`src/hdl/sib_pkg.sv`:
```
// Package for the sorted insertion buffer: depth, widths, status codes,
// command codes, beat structs and the cell-to-cell slot type. No dependencies.
package sib_pkg;

  localparam int DEPTH   = 32;
  localparam int VAL_W   = 32;
  localparam int FILL_W  = 6;
  localparam int CNT_W   = $clog2(DEPTH + 1);
  localparam int IDX_W   = $clog2(DEPTH);

  typedef enum logic {
    CMD_INSERT = 1'b0,
    CMD_DUMP   = 1'b1
  } sib_cmd_t;

  typedef enum logic [1:0] {
    ST_INSERTED = 2'd0,
    ST_DROPPED  = 2'd1,
    ST_ENTRY    = 2'd2,
    ST_EMPTY    = 2'd3
  } sib_status_t;

  typedef enum logic {
    S_IDLE = 1'b0,
    S_DUMP = 1'b1
  } sib_state_t;

  typedef struct packed {
    logic              command;
    logic signed [VAL_W-1:0] value;
  } sib_in_t;

  typedef struct packed {
    logic [1:0]              status;
    logic signed [VAL_W-1:0] entry;
    logic [FILL_W-1:0]       fill;
    logic                    last;
  } sib_out_t;

  // What one cell shows its neighbors.
  typedef struct packed {
    logic             occ;
    logic [VAL_W-1:0] value;
  } sib_slot_t;

  // Row-wide control broadcast to every cell.
  typedef struct packed {
    logic             ins;
    logic             rot;
    logic [VAL_W-1:0] new_value;
  } sib_ctrl_t;

endpackage

```
`src/hdl/sib_cell.sv`:
```
// One slot of the sorted row: holds a value and an occupied bit, and
// compares, shifts right on insert or rotates left on dump. Uses sib_pkg.
module sib_cell (
  input  logic               clk,
  input  logic               rst,
  input  sib_pkg::sib_ctrl_t ctrl,
  input  sib_pkg::sib_slot_t left,
  input  logic               left_cond,
  input  sib_pkg::sib_slot_t right,
  input  sib_pkg::sib_slot_t head,
  output sib_pkg::sib_slot_t slot,
  output logic               cond
);
  import sib_pkg::*;

  logic             occ;
  logic             occ_next;
  logic [VAL_W-1:0] value;
  logic [VAL_W-1:0] value_next;

  // Flip the sign bit so an unsigned compare orders signed values.
  assign cond = !occ ||
                ({~value[VAL_W-1], value[VAL_W-2:0]} >=
                 {~ctrl.new_value[VAL_W-1], ctrl.new_value[VAL_W-2:0]});

  always_comb begin
    occ_next   = occ;
    value_next = value;
    if (ctrl.ins) begin
      if (left_cond) begin
        occ_next   = left.occ;
        value_next = left.value;
      end else if (cond) begin
        occ_next   = 1'b1;
        value_next = ctrl.new_value;
      end
    end else if (ctrl.rot && occ) begin
      // Last occupied cell wraps around to the head.
      value_next = right.occ ? right.value : head.value;
    end
  end

  always_ff @(posedge clk) begin
    if (rst) begin
      occ <= 1'b0;
    end else begin
      occ <= occ_next;
    end
  end

  always_ff @(posedge clk) begin
    value <= value_next;
  end

  assign slot.occ   = occ;
  assign slot.value = value;

endmodule

```
`src/hdl/sorted_insertion_buffer_top.sv`:
```
// Top level of the sorted insertion buffer: command sequencer, row of
// sib_cell slots and registered result beat. Uses sib_pkg and sib_cell.
//
// An insert does not raise busy: every cell compares against the new value at
// once and the whole row shifts together, so busy stays low and a new
// command may start in the very next cycle; its status beat is registered
// and appears in the cycle after acceptance. A dump rotates the occupied
// cells toward the head once per cycle and emits one entry beat per cycle,
// holding busy high until the last entry beat is issued (no busy for an
// empty store), and leaves the contents in their original order. Results are
// strobed for one cycle each and cannot be stalled by the receiver.
module sorted_insertion_buffer_top (
  input  logic              clk,
  input  logic              rst,
  input  logic              start,
  output logic              busy,
  input  sib_pkg::sib_in_t  item,
  output logic              strobe,
  output sib_pkg::sib_out_t result
);
  import sib_pkg::*;

  sib_state_t        state;
  sib_state_t        state_next;
  logic [CNT_W-1:0]  count;
  logic [CNT_W-1:0]  count_next;
  logic [IDX_W-1:0]  idx;
  logic [IDX_W-1:0]  idx_next;
  logic              strobe_next;
  sib_out_t          result_next;
  sib_ctrl_t         ctrl;
  logic              accept;
  logic              dump_last;

  sib_slot_t         slots [DEPTH];
  logic              conds [DEPTH];
  logic [DEPTH-1:0]  occ_vec;
  sib_slot_t         empty_slot;

  assign empty_slot.occ   = 1'b0;
  assign empty_slot.value = '0;

  genvar g;
  generate
    for (g = 0; g < DEPTH; g++) begin : g_cell
      sib_cell u_cell (
        .clk       (clk),
        .rst       (rst),
        .ctrl      (ctrl),
        .left      ((g == 0) ? empty_slot : slots[(g == 0) ? 0 : g-1]),
        .left_cond ((g == 0) ? 1'b0 : conds[(g == 0) ? 0 : g-1]),
        .right     ((g == DEPTH-1) ? empty_slot : slots[(g == DEPTH-1) ? g : g+1]),
        .head      (slots[0]),
        .slot      (slots[g]),
        .cond      (conds[g])
      );
      assign occ_vec[g] = slots[g].occ;
    end
  endgenerate

  assign busy      = (state == S_DUMP);
  assign accept    = start && !busy;
  assign dump_last = ({1'b0, idx} + (IDX_W+1)'(1)) == (IDX_W+1)'(count);

  always_ff @(posedge clk) begin
    if (rst) begin
      state  <= S_IDLE;
      count  <= '0;
      idx    <= '0;
      strobe <= 1'b0;
    end else begin
      state  <= state_next;
      count  <= count_next;
      idx    <= idx_next;
      strobe <= strobe_next;
    end
  end

  always_ff @(posedge clk) begin
    result <= result_next;
  end

  always_comb begin
    state_next         = state;
    count_next         = count;
    idx_next           = idx;
    strobe_next        = 1'b0;
    result_next        = result;
    ctrl.ins           = 1'b0;
    ctrl.rot           = 1'b0;
    ctrl.new_value     = item.value;
    case (state)
      S_IDLE: begin
        if (accept) begin
          strobe_next        = 1'b1;
          result_next.entry  = '0;
          result_next.last   = 1'b1;
          if (item.command == CMD_INSERT) begin
            if (count == CNT_W'(DEPTH)) begin
              result_next.status = ST_DROPPED;
              result_next.fill   = FILL_W'(count);
            end else begin
              ctrl.ins           = 1'b1;
              count_next         = count + CNT_W'(1);
              result_next.status = ST_INSERTED;
              result_next.fill   = FILL_W'(count_next);
            end
          end else if (count == '0) begin
            result_next.status = ST_EMPTY;
            result_next.fill   = '0;
          end else begin
            // Drop the immediate beat; the dump streams from the S_DUMP state.
            strobe_next = 1'b0;
            idx_next    = '0;
            state_next  = S_DUMP;
          end
        end
      end
      S_DUMP: begin
        strobe_next        = 1'b1;
        result_next.status = ST_ENTRY;
        result_next.entry  = slots[0].value;
        result_next.fill   = FILL_W'(count);
        result_next.last   = dump_last;
        ctrl.rot           = 1'b1;
        idx_next           = idx + IDX_W'(1);
        if (dump_last) begin
          idx_next   = '0;
          state_next = S_IDLE;
        end
      end
      default: begin
        state_next = S_IDLE;
      end
    endcase
  end

`ifndef SYNTH
  a_count_range: assert property (@(posedge clk) disable iff (rst)
    count <= CNT_W'(DEPTH))
    else $error("held count beyond depth");

  a_occ_matches_count: assert property (@(posedge clk) disable iff (rst)
    $countones(occ_vec) == int'(count))
    else $error("occupied cells disagree with held count");

  a_dump_nonempty: assert property (@(posedge clk) disable iff (rst)
    busy |-> count != '0)
    else $error("dump running on an empty store");

  a_insert_grows: assert property (@(posedge clk) disable iff (rst)
    (accept && item.command == CMD_INSERT && count != CNT_W'(DEPTH))
      |=> count == $past(count) + CNT_W'(1))
    else $error("accepted insert did not grow the store");

  a_dump_ends: assert property (@(posedge clk) disable iff (rst)
    (busy && dump_last) |=> (!busy && strobe && result.last))
    else $error("dump did not end with a last beat");
`endif

endmodule
```
`config.mk`:
```
export PLATFORM = sky130hd
export DESIGN_NAME = sorted_insertion_buffer_top
export DESIGN_NICKNAME = d
export VERILOG_FILES = /design/src/hdl/sib_pkg.sv /design/src/hdl/sib_cell.sv /design/src/hdl/sorted_insertion_buffer_top.sv
export SDC_FILE = /design/constraint.sdc
export NUM_CORES = 2
export LEC_CHECK = 0
export BUFFER_PORTS_ARGS = -buffer_cell sky130_fd_sc_hd__buf_2
export CAP_MARGIN = 20
export CORE_MARGIN = 3
export CORE_UTILIZATION = 55
export CTS_BUF_LIST = sky130_fd_sc_hd__clkbuf_8
export DETAILED_ROUTE_END_ITERATION = 10
export PLACE_DENSITY = 0.69
export RECOVER_POWER = 50
export SETUP_SLACK_MARGIN = 0.5
export SLEW_MARGIN = 15
export SYNTH_ARGS = -nofsm -noshare
export SYNTH_HDL_FRONTEND = slang
export SYNTH_SLANG_ARGS = --single-unit
```
`constraint.sdc`:
```
create_clock -name clk -period 6.8 [get_ports clk]
set_input_delay 0.34 -clock clk [delete_from_list [all_inputs] [get_ports clk]]
set_output_delay 0.34 -clock clk [all_outputs]
set_load 0.05 [all_outputs]
```
# --- After elaboration in Yosys (flattened, before gate mapping) ---
# Cells that the tools add are included.
op_classes:
  add_sub_neg: 3
  mul: 0
  div_mod_pow: 0
  order_cmp: 32
  eq_ne: 38
  shifts: 0
  n_mux: 247
  n_bitwise: 35
  reduce_logical: 230
op_table:
  columns: ["op", "count"]
  rows:
  - ["$mux W32", 158]
  - ["$ge A32 B32 Y1", 32]
  - ["$reduce_and A2 Y1", 64]
  - ["$reduce_bool A2 Y1", 64]
  - ["$ne A3 B1 Y1 const B", 31]
  - ["$pmux W41 S2", 1]
  - ["$mux W1", 75]
  - ["$mux W41", 1]
  - ["$not A1 Y1", 35]
  - ["$logic_and A1 B1 Y1", 33]
  - ["$logic_not A1 Y1", 33]
  - ["$logic_or A1 B1 Y1", 32]
  - ["$mux W5", 4]
  - ["$mux W6", 3]
  - ["$pmux W5 S2", 1]
  - ["$reduce_and A3 Y1", 3]
  - ["$add A5 B1 Y6 const B", 1]
  - ["$add A6 B1 Y6 const B", 1]
  - ["$eq A6 B6 Y1", 1]
  - ["$eq A6 B6 Y1 const B", 1]
  - ["$logic_not A6 Y1", 1]
  - ["$ne A2 B2 Y1 const B", 3]
  - ["$add A5 B1 Y5 const B", 1]
  - ["$mux W2", 2]
  - ["other kinds (3)", 4]
totals:
  register_bits: 1110
  latch_bits: 0
  ramBits: 0
  romBits: 0
  word_cells: 657
  n_memories: 0

# --- Depth between registers and ports, before layout ---
depth:
  depth_word: 7
  mapped_depth: 13

# --- Modules after synthesis ---
# From an unflattened synthesis, not the netlist that was laid out.
unflattened:
  cells_unflattened: 9732
  hier_area_um2: 94555.7
by_module_without_submodules:
  columns: ["module", "instances", "cells_each", "area_per_inst_um2", "seq_area_each_um2"]
  rows:
  - ["sib_cell", 32, 298, 2880.3, 980.9]
  - ["sorted_insertion_buffer_top", 1, 196, 2387.3, 1491.4]

# --- Worst setup path before layout ---
# No wires, ideal clock.
synth_timing:
  kind: "input port to flip-flop"
  startpoint: "input item[13] (netlist bit)"
  endpoint: "register g_cell[19].u_cell.value[0], enable pin"
  arrival_ps: 3479
  path_slack_ps: 2843
  stages: 12
  cell_sequence: "inv_1 > ha_1 > a21o_1 > a21o_1 > a21oi_1 > o21ai_0 > a21o_1 > a311o_1 > clkbuf_1 > clkbuf_1 > o21ai_0 > nand2_1"
synth_between:
  elab_chain_cells: 4
synth_rtl:
  columns: ["element", "line", "text"]
  rows:
  - ["start: declaration", "sorted_insertion_buffer_top.sv:17", "input sib_pkg::sib_in_t item,"]
  - ["$ge A32 B32 Y1", "sib_cell.sv:23", "({~value[VAL_W-1], value[VAL_W-2:0]} >="]
  - ["$logic_or A1 B1 Y1", "sib_cell.sv:22", "assign cond = !occ ||"]
  - ["$ne A3 B1 Y1 (no line) (*)", null, null]
  - ["$reduce_and A2 Y1 (no line) (*)", null, null]
  - ["end signal: assignment", "sib_cell.sv:52", "value <= value_next;"]
  - ["end: declaration", "sib_cell.sv:18", "logic [VAL_W-1:0] value;"]
# Every way passes the cells marked *; elsewhere a longest branch is shown, timed or not.
# A chain may end at the register's enable or synchronous reset.

# --- Worst setup path in the final report ---
layout_timing:
  startpoint: "input item[18] (netlist bit)"
  endpoint: "register g_cell[11].u_cell.value[14] (data pin)"
layout_between:
  elab_chain_cells: 4
layout_rtl:
  columns: ["element", "line", "text"]
  rows:
  - ["$ge A32 B32 Y1", "sib_cell.sv:23", null]
  - ["$logic_or A1 B1 Y1", "sib_cell.sv:22", null]
  - ["$mux W32", "sib_cell.sv:30", "if (left_cond) begin"]
  - ["$mux W32", "sib_cell.sv:29", "if (ctrl.ins) begin"]
  - ["named net g_cell[11].u_cell.value_next[14]", "sib_cell.sv:19", "logic [VAL_W-1:0] value_next;"]
  - ["end signal: assignment", "sib_cell.sv:52", null]
  - ["end: declaration", "sib_cell.sv:18", null]
# The timed path passes the listed nets, and every way through them passes these cells.

==> impl_metrics.tcl <==
set metrics [dict create \
    critPathArrivalTime_ns 6.13 \
    intPower_mw 12.2 \
    final_common_cell "a21oi_1" \
    yosysWarnings 0 \
    antenna_found_initial 21 \
    cts_buffers 203 \
    drt-vias-per-instance 6.67 \
    crit_fanout 21 \
    drt-total-wl_um 275000 \
    dr.first_iter.drc_count 6035 \
    crit_chain "dlygate4sd3_1 -> buf_2 -> inv_1 -> buf_4 -> ha_1 -> nand2_1 -> o21ai_0 -> a221oi_1 -> o211ai_1 -> a31oi_1 -> buf_4 -> mux2i_1 -> a21oi_1" \
    setup_viol 0 \
    postSynthAreaPerCell_um2 10.0 \
    die_x_um 405 \
    yosysUniqueCellTypes 67 \
    fin_area_um2 93500 \
    path_common_cell "buf_4" \
    cts_setup_buffers 0 \
    num_rows 145 \
    status "complete, but fails checks" \
    htree_levels 4 \
    dpl_cell_area_um2 89800 \
    p_leak_nw 35.5 \
    dieArea_um2 164000 \
    io_buffers 78 \
    hold_violations 0 \
    syn_to_final_growth_pct 6.77 \
    critPathKind "in2reg" \
    drt_pass1_iterations 6 \
    multi_input_area_um2 51400 \
    maxSlewViolCount 879 \
    fin_crit_ns 5.44 \
    die-height_um 405 \
    min-delay-start "item[16]" \
    num-fill-cells 13200 \
    critical_path.endpoint_type "flop" \
    max_stage_delay_ns 1.69 \
    required_ns 7.49 \
    setup_tns_ns 0 \
    power_frac_seq 0.470 \
    worst_pin_slew_ns 3.73 \
    sw_frac_of_total 0.311 \
    vias 71600 \
    grt-ovfl-total 0 \
    fmax_ghz 0.184 \
    cpLargestDelayFamily "compound AO/OA/AOI/OAI gates" \
    grtUsageTotal 0.327 \
    final_core_util 0.595 \
    cts_sinks 1110 \
    layout_common_cells "a21oi_1 (1,288), edfxtp_1 (1,065), ha_1 (1,027)" \
    clk_path_buf_depth 3 \
    dp_hpwl_um 198000 \
    p_switching_mw 5.52 \
    post_cts_resized 0 \
    r2r_start "busy" \
    worstSkewPairLatency_ns 0.97 \
    num-nets-final 9560 \
    synth_edf_count 1065 \
    fin_crit_sh 0.801 \
    setup_slack_ns 1.36 \
    grt_pass1_wl_um 422000 \
    hold_buffers 7 \
    syn_nets 9790 \
    cts_root_buffer "clkbuf_8" \
    power_frac_comb 0.184 \
    max_cap_violations 21 \
    start_util 0.557 \
    crit_start "item[18]" \
    grt_max_degree 230 \
    cts_tree "built" \
    synth_seq_cells 1110 \
    rsz0062_at_grt "false" \
    globalplace.congestion 0.919 \
    crit_slowest_cell "a31oi_1" \
    start_kind "primary input" \
    synthesis.area_um2 87500 \
    slew-limit-headroom -1.49 \
    dp.cells 10300 \
    cts.clk_slew.worst_paths_ns 0.06 \
    wl_per_cell_um 25.6 \
    final-seq-area_um2 32900 \
    async_reset_ff_frac 0 \
    synth_top_flop_cell "edfxtp_1" \
    core_area_um2 157000 \
    num_io_pins 79 \
    synth-seq-area-share 0.376 \
    grt_pass1_vias 70900 \
    crit_buf_inv 5 \
    drc 0 \
    failed_checks "capacitance limit, slew limit" \
    fin_skew_ns 0.0393 \
    synthCells 8727 \
    peakVddDrop_mv 0.223 \
    fin_cells 10700 \
    drive_gt1_frac 0.0736 \
    pre_cts_ws_ns 1.68 \
    ant_nets 0 \
    p_per_area_nw_per_um2 190 \
    min_path_type "in2reg" \
    p_clk_frac 0.345 \
]
==> cell type report <==
| type | instances | share of cell area |
|---|---|---|
| clock buffers | 218 | 0.0321 |
| flip-flops and latches | 1110 | 0.352 |
| well taps | 2058 | 0.0276 |
| inverters | 132 | 0.00530 |
| diodes | 16 | 0.000428 |
| clock inverters | 155 | 0.00778 |
| multi-input cells | 6727 | 0.550 |
| repair buffers | 323 | 0.0249 |
==> tightest hold or removal path, stage by stage <==
cell	delay [ns]
buf_2	0.11
inv_1	0.05
buf_4	0.22
o21ai_0	0.21
==> registers in the layout (all words and copies together), names as in the netlist <==
signal	count
count	6
result	41
strobe	1
g_cell.u_cell.value	1024
busy	1
g_cell.u_cell.occ	32
idx	5
==> metal layers <==
| layer | wire (um) | share of wire | track usage | vias to the layer above |
|---|---|---|---|---|
| met5 | 34 | 0.00012 | 0 | - |
| met4 | 16600 | 0.060 | 0.188 | 4 |
| met3 | 18100 | 0.066 | 0.0536 | 849 |
| met2 | 130000 | 0.47 | 0.548 | 2845 |
| met1 | 110000 | 0.40 | 0.400 | 34700 |
| li1 | - | - | - | 33200 |
==> power by group through the flow <==
stage	Sequential [mW]	Clock [mW]	Combinational (mW)
floorplan	8.38	0	2.16
global placement	8.46	0	3.05
detailed placement	8.47	0	3.20
CTS	8.33	6.21	3.21
global route	8.37	6.50	3.61
finish	8.34	6.12	3.27
==> path summary, 6_finish.rpt <==
kind                            cells past startpoint                           to  slack [ns]
worst min register to register                      2                       idx[4]        0.51
worst max register to register                      3    g_cell[0].u_cell.value[5]        1.40
worst max-delay path                               13  g_cell[11].u_cell.value[14]        1.36
worst min-delay path                                4   g_cell[0].u_cell.value[16]        0.11
==> synth_stat cells (45+ instances only) <==
library cell,n,share of area
mux2i_1,959,0.11
nor2_1,182,0.0078
buf_2,86,0.0049
a21oi_1,1293,0.074
o211a_1,58,0.0066
nand4_1,109,0.0078
nand2_1,339,0.015
inv_1,132,0.0057
a21o_1,188,0.016
edfxtp_1,1065,0.37
dfxtp_1,45,0.010
nor2b_1,918,0.066
o21ai_0,268,0.015
clkbuf_1,631,0.027
and4_1,49,0.0049
a211oi_1,910,0.078
ha_1,1027,0.15
==> logic make-up after synthesis <==
family | share of synthesized area
buffers and inverters | 0.0407
multiplexers | 0.110
adder cells (fa/ha/maj) | 0.147
AO/OA/AOI/OAI | 0.211
AND/OR/NAND/NOR | 0.116
flip-flops | 0.376
XOR/XNOR | 0.000700
==> metrics by stage <==
| step | hold WS, ns | power [mW] |
|---|---|---|
| 6_report | 0.111 | 17.7 |
| 2_1_floorplan | 0.470 | 10.5 |
| 3_3_place_gp | 0.494 | 11.5 |
| 5_1_grt | 0.0875 | 18.5 |
| 4_1_cts | 0.00495 | 17.8 |
| 3_5_place_dp | 0.505 | 11.7 |
Note: power is estimated with default switching activity, not from simulation.
